===== src/sv/u8u2_pkg.sv =====
`timescale 1ns / 1ps
// ----------------------------------------------------------------------------
// u8u2_pkg
// Shared types, constants and helpers of the UTF-8 to UCS-2 decoder.
// ----------------------------------------------------------------------------
package u8u2_pkg;

    // result queue geometry
    localparam int unsigned FIFO_DEPTH = 4;
    localparam int unsigned FIFO_AW    = $clog2(FIFO_DEPTH);
    localparam int unsigned FIFO_CW    = $clog2(FIFO_DEPTH + 1);

    // code units that stand for errors and the terminator
    localparam logic [15:0] CODE_INVALID = 16'h002A;  // '*'
    localparam logic [15:0] CODE_WIDE    = 16'h007E;  // '~'
    localparam logic [15:0] CODE_TERM    = 16'h0000;

    // byte classes and masks
    localparam logic [7:0]  BYTE_ZERO    = 8'h00;
    localparam logic [7:0]  LEAD2_MASK   = 8'h1F;
    localparam logic [7:0]  LEAD3_MASK   = 8'h0F;
    localparam logic [1:0]  CONT_MARK    = 2'b10;
    localparam logic [15:0] MAX_ONE_BYTE = 16'h007F;
    localparam logic [15:0] MAX_TWO_BYTE = 16'h07FF;

    // sequence lengths given by the lead byte
    localparam logic [3:0]  LEN_ASCII    = 4'd0;
    localparam logic [3:0]  LEN_STRAY    = 4'd1;
    localparam logic [3:0]  LEN_TWO      = 4'd2;
    localparam logic [3:0]  LEN_THREE    = 4'd3;

    // how many results one byte gives
    localparam logic [1:0]  CNT_NONE     = 2'd0;
    localparam logic [1:0]  CNT_ONE      = 2'd1;
    localparam logic [1:0]  CNT_TWO      = 2'd2;

    typedef struct packed {
        logic        is_last;
        logic [15:0] code_unit;
    } result_t;

    // results of one decoded byte, first in order ahead of second
    typedef struct packed {
        logic [1:0] count;
        result_t    first;
        result_t    second;
    } dec_t;

    // number of leading one bits of a byte
    function automatic logic [3:0] lead_ones(input logic [7:0] b);
        logic [3:0] n;
        logic       run;
        n   = '0;
        run = 1'b1;
        for (int i = 7; i >= 0; i--) begin
            if (run && b[i]) begin
                n = n + 4'd1;
            end else begin
                run = 1'b0;
            end
        end
        return n;
    endfunction

endpackage


===== src/sv/u8u2_decode.sv =====
`timescale 1ns / 1ps
// ----------------------------------------------------------------------------
// u8u2_decode
// Sequence state and per-byte decode: gives up to two results for the byte
// held in the input register and updates the state when that byte steps.
// ----------------------------------------------------------------------------
module u8u2_decode
    import u8u2_pkg::*;
(
    input  logic       aclk,
    input  logic       aresetn,
    input  logic       step_en,
    input  logic [7:0] in_byte,
    output dec_t       dec
);

    logic [2:0]  bytes_left_reg, bytes_left_next;
    logic [3:0]  seq_length_reg, seq_length_next;
    logic [15:0] code_accum_reg, code_accum_next;
    logic        marks_ok_reg, marks_ok_next;
    logic        discarding_reg, discarding_next;

    logic [3:0]  n_ones;
    logic [15:0] accum_step;
    logic        marks_step;
    logic [2:0]  left_step;
    logic [15:0] seq_mark;
    logic [15:0] done_value;

    // continuation bytes that follow a lead byte
    function automatic logic [2:0] left_lead(input logic [3:0] n);
        logic [3:0] m;
        m = n - 4'd1;
        return m[2:0];
    endfunction

    assign n_ones     = lead_ones(in_byte);
    assign accum_step = {code_accum_reg[9:0], in_byte[5:0]};
    assign marks_step = marks_ok_reg && (in_byte[7:6] == CONT_MARK);
    assign left_step  = bytes_left_reg - 3'd1;
    assign seq_mark   = (seq_length_reg == LEN_TWO || seq_length_reg == LEN_THREE)
                        ? CODE_INVALID : CODE_WIDE;

    // value of a finished sequence, with overlong and mark checks
    always_comb begin
        if (seq_length_reg == LEN_TWO) begin
            done_value = (accum_step > MAX_ONE_BYTE && marks_step) ? accum_step
                                                                   : CODE_INVALID;
        end else if (seq_length_reg == LEN_THREE) begin
            done_value = (accum_step > MAX_TWO_BYTE && marks_step) ? accum_step
                                                                   : CODE_INVALID;
        end else begin
            done_value = CODE_WIDE;
        end
    end

    // byte decode and next state
    always_comb begin
        bytes_left_next = bytes_left_reg;
        seq_length_next = seq_length_reg;
        code_accum_next = code_accum_reg;
        marks_ok_next   = marks_ok_reg;
        discarding_next = discarding_reg;
        dec             = '0;

        if (discarding_reg) begin
            // drop everything up to and including the next zero
            if (in_byte == BYTE_ZERO) begin
                discarding_next = 1'b0;
            end
        end else if (bytes_left_reg != 3'd0) begin
            if (in_byte == BYTE_ZERO) begin
                // zero inside a sequence: mark, then terminator
                dec.count       = CNT_TWO;
                dec.first       = '{is_last: 1'b0, code_unit: seq_mark};
                dec.second      = '{is_last: 1'b1, code_unit: CODE_TERM};
                bytes_left_next = '0;
                seq_length_next = '0;
                code_accum_next = '0;
                marks_ok_next   = 1'b1;
            end else if (left_step == 3'd0) begin
                // last byte of the sequence
                dec.count       = CNT_ONE;
                dec.first       = '{is_last: 1'b0, code_unit: done_value};
                bytes_left_next = '0;
                seq_length_next = '0;
                code_accum_next = '0;
                marks_ok_next   = 1'b1;
            end else begin
                code_accum_next = accum_step;
                marks_ok_next   = marks_step;
                bytes_left_next = left_step;
            end
        end else if (in_byte == BYTE_ZERO) begin
            dec.count = CNT_ONE;
            dec.first = '{is_last: 1'b1, code_unit: CODE_TERM};
        end else if (n_ones == LEN_ASCII) begin
            dec.count = CNT_ONE;
            dec.first = '{is_last: 1'b0, code_unit: {8'h00, in_byte}};
        end else if (n_ones == LEN_STRAY) begin
            // stray continuation byte stops the string
            dec.count       = CNT_ONE;
            dec.first       = '{is_last: 1'b1, code_unit: CODE_TERM};
            discarding_next = 1'b1;
        end else begin
            // lead byte of a multibyte sequence
            seq_length_next = n_ones;
            bytes_left_next = left_lead(n_ones);
            marks_ok_next   = 1'b1;
            if (n_ones == LEN_TWO) begin
                code_accum_next = {8'h00, in_byte & LEAD2_MASK};
            end else if (n_ones == LEN_THREE) begin
                code_accum_next = {8'h00, in_byte & LEAD3_MASK};
            end else begin
                code_accum_next = '0;
            end
        end
    end

    // sequence state
    always_ff @(posedge aclk) begin
        if (!aresetn) begin
            bytes_left_reg <= '0;
            seq_length_reg <= '0;
            code_accum_reg <= '0;
            marks_ok_reg   <= 1'b1;
            discarding_reg <= 1'b0;
        end else if (step_en) begin
            bytes_left_reg <= bytes_left_next;
            seq_length_reg <= seq_length_next;
            code_accum_reg <= code_accum_next;
            marks_ok_reg   <= marks_ok_next;
            discarding_reg <= discarding_next;
        end
    end

    // never inside a sequence while discarding
    assert property (@(posedge aclk) disable iff (!aresetn)
        discarding_reg |-> (bytes_left_reg == 3'd0))
        else $error("discarding inside a sequence");

    // an open sequence always has a multibyte length
    assert property (@(posedge aclk) disable iff (!aresetn)
        (bytes_left_reg != 3'd0) |-> (seq_length_reg >= LEN_TWO))
        else $error("open sequence without length");

    // two results only come from a zero inside a sequence
    assert property (@(posedge aclk) disable iff (!aresetn)
        (dec.count == CNT_TWO) |-> (bytes_left_reg != 3'd0 && in_byte == BYTE_ZERO
                                    && dec.second.is_last))
        else $error("unexpected second result");

endmodule


===== src/sv/u8u2_fifo.sv =====
`timescale 1ns / 1ps
// ----------------------------------------------------------------------------
// u8u2_fifo
// Small result queue: takes up to two results a cycle, gives one per transfer.
// ----------------------------------------------------------------------------
module u8u2_fifo
    import u8u2_pkg::*;
(
    input  logic    aclk,
    input  logic    aresetn,
    input  dec_t    push,
    output logic    room,
    output logic    out_valid,
    input  logic    out_ready,
    output result_t out_data
);

    result_t              entry_reg [FIFO_DEPTH];
    logic [FIFO_AW-1:0]   wr_ptr_reg, rd_ptr_reg;
    logic [FIFO_CW-1:0]   count_reg, count_next;
    logic [FIFO_AW-1:0]   wr_ptr_1;
    logic                 pop;

    assign room      = (count_reg <= FIFO_CW'(FIFO_DEPTH - 2));
    assign out_valid = (count_reg != '0);
    assign out_data  = entry_reg[rd_ptr_reg];
    assign pop       = out_valid && out_ready;
    assign wr_ptr_1  = wr_ptr_reg + FIFO_AW'(1);
    assign count_next = count_reg + FIFO_CW'(push.count) - FIFO_CW'(pop);

    // storage, written only by pushes
    always_ff @(posedge aclk) begin
        if (push.count != CNT_NONE) begin
            entry_reg[wr_ptr_reg] <= push.first;
        end
        if (push.count == CNT_TWO) begin
            entry_reg[wr_ptr_1] <= push.second;
        end
    end

    // pointers and fill count
    always_ff @(posedge aclk) begin
        if (!aresetn) begin
            wr_ptr_reg <= '0;
            rd_ptr_reg <= '0;
            count_reg  <= '0;
        end else begin
            wr_ptr_reg <= wr_ptr_reg + FIFO_AW'(push.count);
            if (pop) begin
                rd_ptr_reg <= rd_ptr_reg + FIFO_AW'(1);
            end
            count_reg <= count_next;
        end
    end

    // fill count stays within the depth
    assert property (@(posedge aclk) disable iff (!aresetn)
        count_reg <= FIFO_CW'(FIFO_DEPTH))
        else $error("result queue overflow");

    // pushes only arrive when two slots are free
    assert property (@(posedge aclk) disable iff (!aresetn)
        (push.count != CNT_NONE) |-> room)
        else $error("push without room");

    // a lone entry taken with no push leaves the queue empty
    assert property (@(posedge aclk) disable iff (!aresetn)
        (count_reg == FIFO_CW'(1) && pop && push.count == CNT_NONE) |=> !out_valid)
        else $error("queue not empty after last transfer");

endmodule


===== src/sv/utf8_to_ucs2_decoder.sv =====
`timescale 1ns / 1ps
// ----------------------------------------------------------------------------
// utf8_to_ucs2_decoder
// Converts a UTF-8 byte stream into UCS-2 code units with a terminator flag.
// ----------------------------------------------------------------------------
//  channel   direction  tdata                     tlast
//  s_*       in         [7:0] in_byte             -
//  m_*       out        [15:0] code_unit          is_last
//
//  One byte is taken per cycle unless the input stalls; a byte is held in
//  the input register and its results are written into the result queue.
//  Sustained rate is one result per cycle while m_tready is high, set by
//  the single output port; a zero inside a sequence gives two results.
//  A four-entry result queue decouples the sides: input stalls only when
//  fewer than two entries are free. Synchronous active-low reset clears
//  state and queue, with no clearing pass.
// ----------------------------------------------------------------------------
module utf8_to_ucs2_decoder
    import u8u2_pkg::*;
(
    input  logic        aclk,
    input  logic        aresetn,
    input  logic        s_tvalid,
    output logic        s_tready,
    input  logic [7:0]  s_tdata,   // [7:0] in_byte
    output logic        m_tvalid,
    input  logic        m_tready,
    output logic [15:0] m_tdata,   // [15:0] code_unit
    output logic        m_tlast    // is_last
);

    logic       in_valid_reg;
    logic [7:0] in_byte_reg;
    logic       room;
    logic       step;
    dec_t       dec;
    dec_t       push;
    result_t    out_data;

    // the held byte steps when the queue can take two results
    assign step     = in_valid_reg && room;
    assign s_tready = !in_valid_reg || step;
    assign push     = step ? dec : '0;

    // input register
    always_ff @(posedge aclk) begin
        if (!aresetn) begin
            in_valid_reg <= 1'b0;
        end else if (s_tready) begin
            in_valid_reg <= s_tvalid;
        end
    end

    always_ff @(posedge aclk) begin
        if (s_tvalid && s_tready) begin
            in_byte_reg <= s_tdata;
        end
    end

    u8u2_decode u_decode (
        .aclk    (aclk),
        .aresetn (aresetn),
        .step_en (step),
        .in_byte (in_byte_reg),
        .dec     (dec)
    );

    u8u2_fifo u_fifo (
        .aclk      (aclk),
        .aresetn   (aresetn),
        .push      (push),
        .room      (room),
        .out_valid (m_tvalid),
        .out_ready (m_tready),
        .out_data  (out_data)
    );

    assign m_tdata = out_data.code_unit;
    assign m_tlast = out_data.is_last;

endmodule

===== config.mk =====
export PLATFORM = sky130hd
export DESIGN_NAME = utf8_to_ucs2_decoder
export DESIGN_NICKNAME = d
export VERILOG_FILES = /design/src/sv/u8u2_pkg.sv /design/src/sv/u8u2_decode.sv /design/src/sv/u8u2_fifo.sv /design/src/sv/utf8_to_ucs2_decoder.sv
export SDC_FILE = /design/constraint.sdc
export NUM_CORES = 1
export LEC_CHECK = 0
export BUFFER_PORTS_ARGS = -buffer_cell sky130_fd_sc_hd__buf_2
export CAP_MARGIN = 5
export CELL_PAD_IN_SITES_DETAIL_PLACEMENT = 1
export CELL_PAD_IN_SITES_GLOBAL_PLACEMENT = 1
export CORE_MARGIN = 5
export CORE_UTILIZATION = 55
export DETAILED_ROUTE_END_ITERATION = 10
export HOLD_SLACK_MARGIN = 0.02
export PLACE_DENSITY_LB_ADDON = 0.1
export SLEW_MARGIN = 10
export SYNTH_ARGS = -nofsm -noshare
export SYNTH_HDL_FRONTEND = slang
export SYNTH_HIERARCHICAL = 1
export SYNTH_SLANG_ARGS = --single-unit

===== constraint.sdc =====
create_clock -name aclk -period 12.8 [get_ports aclk]
set_input_delay 3.2 -clock aclk [delete_from_list [all_inputs] [get_ports aclk]]
set_output_delay 3.2 -clock aclk [all_outputs]
set_load 0.03 [all_outputs]

# Yosys cells after proc, flatten, opt, wreduce, memory -nomap -nowiden
# Memory sizes are Yosys's and may differ from the RTL's. A register that Yosys moved wholly into a read port is not among the register bits.
# Index checks and enable logic that the tools add are counted.
[op_classes] n_addsub=14 order_cmp=3 n_eq_ne=11 mux=68 n_bitwise=1 reduce_logical=24
[op_table] cell="$mux 19" n=4
[op_table] cell="$mux 36" n=2
[op_table] cell="$mux 10" n=7
[op_table] cell="$mux 16" n=4
[op_table] cell="$mux 4" n=14
[op_table] cell="$mux 18" n=2
[op_table] cell="$mux 17" n=2
[op_table] cell="$add 4x1->4 const B" n=7
[op_table] cell="$mux 1" n=24
[op_table] cell="$mux 3" n=6
[op_table] cell="$eq 4x2->1 const B" n=4
[op_table] cell="$gt 16x11->1 const B" n=1
[op_table] cell="$gt 16x7->1 const B" n=1
[op_table] cell="$logic_and 1x1->1" n=13
[op_table] cell="$logic_not 8->1" n=1
[op_table] cell="$mux 7" n=1
[op_table] cell="$reduce_and 6->1" n=1
[op_table] cell="$reduce_bool 3->1" n=2
[op_table] cell="$sub 3x1->3 const B" n=2
[op_table] cell="$reduce_and 5->1" n=1
[op_table] cell="$add 2x1->2 const B" n=2
[op_table] cell="$eq 2x2->1 const B" n=2
[op_table] cell="$eq 4x1->1 const B" n=1
[op_table] cell="$logic_not 4->1" n=1
[op_table] cell="other kinds (13)" n=16
[totals] regBits=35 mem_bits_rw=68 input_bits=12 output_inout_bits=19 word_cells=132 mem_count=1
[memory_table] memory="u_fifo.entry_reg" depth=4 word_bits=17 read_ports=1 rd_clocked_by_memory_dff=1 write_ports=2 line_no="u8u2_fifo.sv:18" source="result_t entry_reg [FIFO_DEPTH];"

# Logic depth before layout (Yosys ltp)
[logic_depth] depth_word=25 mapped_depth=31 depth_no_buf=31

# Modules after synthesis
# Netlist, hierarchy kept.
[by_module_without_submodules] mod="u8u2_fifo" n_inst=1 cells_each=218 area_per_inst_um2=3876.2 seq_area_each_um2=2222.1
[by_module_without_submodules] mod="u8u2_decode" n_inst=1 cells_each=252 area_per_inst_um2=1961.9 seq_area_each_um2=380.4
[by_module_without_submodules] mod="utf8_to_ucs2_decoder" n_inst=1 cells_each=58 area_per_inst_um2=560.5 seq_area_each_um2=260.2

# Least setup slack after synthesis
# Ideal clock, no wire load.
[synth_path] path_type="register -> register" from="reg in_byte_reg[7]" to="mem u_fifo/entry_reg[2][0] in the netlist's numbering (enable)" setup_time_ns=0.397 arrival_ns=5.966 required_time_ns=12.403 path_slack_ns=6.437 stages_incl_launch_ff=29 path_buffers=1 synth_period_minus_slack_ns=6.363 cell_sequence="edfxtp_1 -> nor2b_1 -> ha_1 -> o21a_1 -> ha_1 -> mux2i_1 -> a21oi_1 -> ha_1 -> nand3_1 -> nand2_1 -> ha_1 -> mux2i_1 -> o21ai_0 -> ha_1 -> nand2_1 -> nand2_1 -> ha_1 -> mux2i_1 -> o21ai_0 -> inv_1 -> ha_1 -> nor2_1 -> nor2_1 -> o211ai_4 -> a31oi_1 -> and3_1 -> buf_6 -> or3b_2 -> a21oi_1"
[synth_rtl] element="from (decl)" line_no="utf8_to_ucs2_decoder.sv:33" source="logic [7:0] in_byte_reg;"
[synth_rtl] element="from (signal assigned)" line_no="utf8_to_ucs2_decoder.sv:56" source="in_byte_reg <= s_tdata;"
[synth_rtl] element="to (decl)" line_no="u8u2_fifo.sv:18"

==> out/qor_table.md <==
| Item | Value |
|---|---|
| Area growth from synthesis to final layout | 6.981% |
| Max clock buf depth | 2 |
| Worst hold path class | reg -> reg |
| Drt pass-1 iters | 4 |
| Maximum ir drop on the vdd rail | 0.1055 mV |
| # port buffers | 30 |
| Fraction of synthesized cell area taken by the top area cell type | 35.67% |
| Largest cells by area after synthesis | edfxtp_1 (36%), mux2_2 (10%), dfxtp_1 (9.1%), mux4_2 (6.0%), and3_1 (3.7%) |
| Count of flip-flops with a built-in enable after synthesis | 76 |
| Number of cells on the worst reg-to-reg path | 27 |
| Unrepaired setup endpoints after global routing | no |
| Worst Path Class, Setup | reg -> reg |
| Core Footprint | 11,420 um^2 |
| Relative contribution of the clock network to total power | 28.5% |
| Pin count of the biggest net entering global routing | 43 |
| Die area | 13,890 um^2 |
| Buffer cell driving the clock tree root | clkbuf_16 |
| Layout net count | 573 |
| Count of yosys warnings during synthesis | 6 |
| Fill cells | 1,168 |
| CTS sink cnt | 105 |
| Die X | 117.9 um |
| Total negative setup slack | 0 ns |
| Share of the yosys chip area belonging to registers | 44.74% |
| Launching point of the worst reg2reg path | in_byte_reg[6] |
| Part of the total power dissipated in sequential elements | 41.3% |
| Delay of the slowest cell on the worst path | 0.74 ns |
| Fraction of the cycle the final worst path needs | 53.37% |
| Clock insertion delay at the later pin of the skew report | 0.36 ns |
| Synthesized area divided by synthesized cell count | 12.12 um^2 |
| DRC violation count after routing | 0 |
| Switching Share | 34.06% |
| Cell internal power dissipation | 0.6664 mW |
| Wire length of the first global-routing pass | 24,650 um |
| Slowest-stage cell, CP | nand4b_2 |
| Commonest cells after routing, fill and taps aside | edfxtp_1 (76), mux2_2 (58), nand2_1 (40) |
| Setup Buffers After CTS | 0 |
| Wire length per cell after detailed routing | 21.71 um |
| Max-cap violation count | 0 |
| Comb pwr share | 30.1% |
| Number of buffers created by CTS | 9 |
| Startpoint class of the critical path | flop |
| Worst hold path depth | 2 |
| Proportion of layout cells with a drive suffix above 1 | 28.34% |
| Number of placement rows | 39 |
| CP Max Fanout | 17 |
| Antenna violations before repair | 0 |
| Highest achievable clock rate | 0.1464 GHz |
| DPL Wire Length | 10,020 um |
| Overall via count from detail_route | 4,190 |
| Final critical-path required period | 6.831 ns |
| Number of global-route vias before repair | 4,579 |
| Leading cell type in the layout, fill and taps excluded | edfxtp_1 |
| Initial core utilization | 56.04% |
| Total of cells resized after clock tree synthesis | 0 |
| Leakage power | 2.828 nW |
| Final design utilization | 59.95% |
| Clock transition at path regs | 0.07 ns |
| Origin of the worst min-delay path | u_decode/seq_length_reg[2] |
| Flip-flop count of the largest register, all copies and words added | 68 |
| Net Switching | 0.3443 mW |
| Total grt overflow | 0 |
| Crit path max-delay family | adder cells |
| Outcome | finished clean |
| Remaining number of nets flagged by the antenna check after routing | 0 |
| Worst flop-to-flop path endpoint | u_fifo/entry_reg[0][8] |
| Count of hold buffers inserted by post-cts repair | 0 |
| Library cell occupying the most area in the post-synthesis netlist | edfxtp_1 |
| Top flip-flop cell by instance count after synthesis | edfxtp_1 |
| Count of mapped cells out of synthesis | 528 |
| Total global-route track usage | 22.19% |
| Arr. time, crit path | 6.94 ns |
| Count of final max-slew check failures | 0 |
| Depth of the CTS H-tree | 3 |
| Worst setup skew after layout | 0.008337 ns |
| Reg2reg setup slack | 5.97 ns |
| Element type at the critical path end | flop |
| Total wire length | 14,980 um |
| Pwr per Cell Area | 147.6 nW/um^2 |
| Final number of setup-violating endpoints | 0 |
| Crit path buffers/inverters | 1 |
| TritonCTS clock tree | done |
| I/O pin count | 31 |
| Share of flip-flops with an asynchronous set or reset | 0% |
| Flip-flop and latch count after synthesis | 105 |
| Final Hold Fails | 0 |
| Ratio of routed vias to standard cells | 6.072 |
| Measured slew at the worst slew-check pin | 1.095 ns |
| Endpoint, Worst Hold | u_decode/seq_length_reg[2] |
| Post-synthesis cell type count | 71 |
| Final GP Congestion | 0.8442 |
| Antenna Cells | 0 |
| Area of the mapped netlist | 6399 um^2 |
| Max transition margin | 26.91% |
| Die Y-Extent | 117.9 um |
| Data required time at the worst endpoint | 12.91 ns |
| Count of routing violations after the opening detailed-route iteration | 322 |
| CP dominant cell by count | ha_1 |
## synth_stat cells (7+ instances only)
cell type  number
nand3_1        14
mux2i_1        20
clkbuf_1       10
mux2_2         58
mux4_2         17
inv_1          15
buf_4          21
nor2_1         18
dfxtp_1        29
and3_1         38
buf_2          11
nand2b_1        7
and2_1         16
ha_1           18
edfxtp_1       76
nand2_1        40
a21oi_1         7
mux2_4         10
## power groups by stage
stage          Sequential, mW  Clock, mW  Combinational, mW
2_1_floorplan           0.408          0              0.245
3_3_place_gp            0.423          0              0.291
3_5_place_dp            0.425          0              0.300
4_1_cts                 0.418      0.293              0.305
5_1_grt                 0.422      0.306              0.331
6_report                0.418      0.288              0.305
## cell families after synthesis
kind of cell	synth area share (%)
compound gates	6.942
mux	21.88
xor+xnor	1.388
simple gates	15.13
fa+ha+maj	3.833
other cells	0.05861
flops	44.74
buf+inv	6.022
## cell type report
type	count	area, um^2	share of cell area, %
inverters	15	56.30	0.8225
clock inverters	7	78.83	1.152
flip-flops and latches	105	2863	41.82
well taps	143	178.9	2.614
clock buffers	9	225.2	3.290
repair buffers	39	217.7	3.180
multi-input cells	372	3226	47.12
## routing by layer
metal  GRT usage (%)  part of all wire [%]  vias up
li1                -                     -     1984
met1           27.32                    42     2128
met2           39.64                    53       60
met3           2.883                   3.2       18
met4           8.100                   1.7        0
met5               0                     0        -
## worst register-to-register path: cells and delay by family (launching register included)
kind	cells	cell delay (ns)
simple gates	9	1.85
compound gates	6	1.21
fa+ha+maj	7	2.04
mux	4	0.81
buf+inv	1	0.16
flops	1	0.51
## how the worst max path moves through the flow
| stage | start | end | slack [ns] | cells after the start |
|---|---|---|---|---|
| detailed placement | in_byte_reg[6] | u_fifo/entry_reg[0][8] | 6.03 | 27 |
| global placement | in_byte_reg[6] | u_fifo/entry_reg[0][11] | 6.31 | 27 |
| finish | in_byte_reg[6] | u_fifo/entry_reg[0][8] | 5.97 | 27 |
| floorplan | in_byte_reg[7] | u_fifo/entry_reg[2][0] | 6.44 | 28 |
| global route | in_byte_reg[6] | u_fifo/entry_reg[0][7] | 5.51 | 27 |
| CTS | in_byte_reg[6] | u_fifo/entry_reg[0][7] | 6.00 | 27 |
## metrics by stage
stage	cells	cell area [um^2]	setup slack (ns)	hold WS (ns)	total power, mW
floorplan	543	6455	6.437	0.4337	0.6537
global placement	674	6541	6.308	0.4454	0.7138
detailed placement	674	6541	6.025	0.4599	0.7250
CTS	690	6845	6.004	0.4712	1.016
global route	690	6845	5.513	0.4969	1.059
finish	690	6845	5.969	0.4650	1.011
Note: power is estimated with default switching activity, not from simulation.
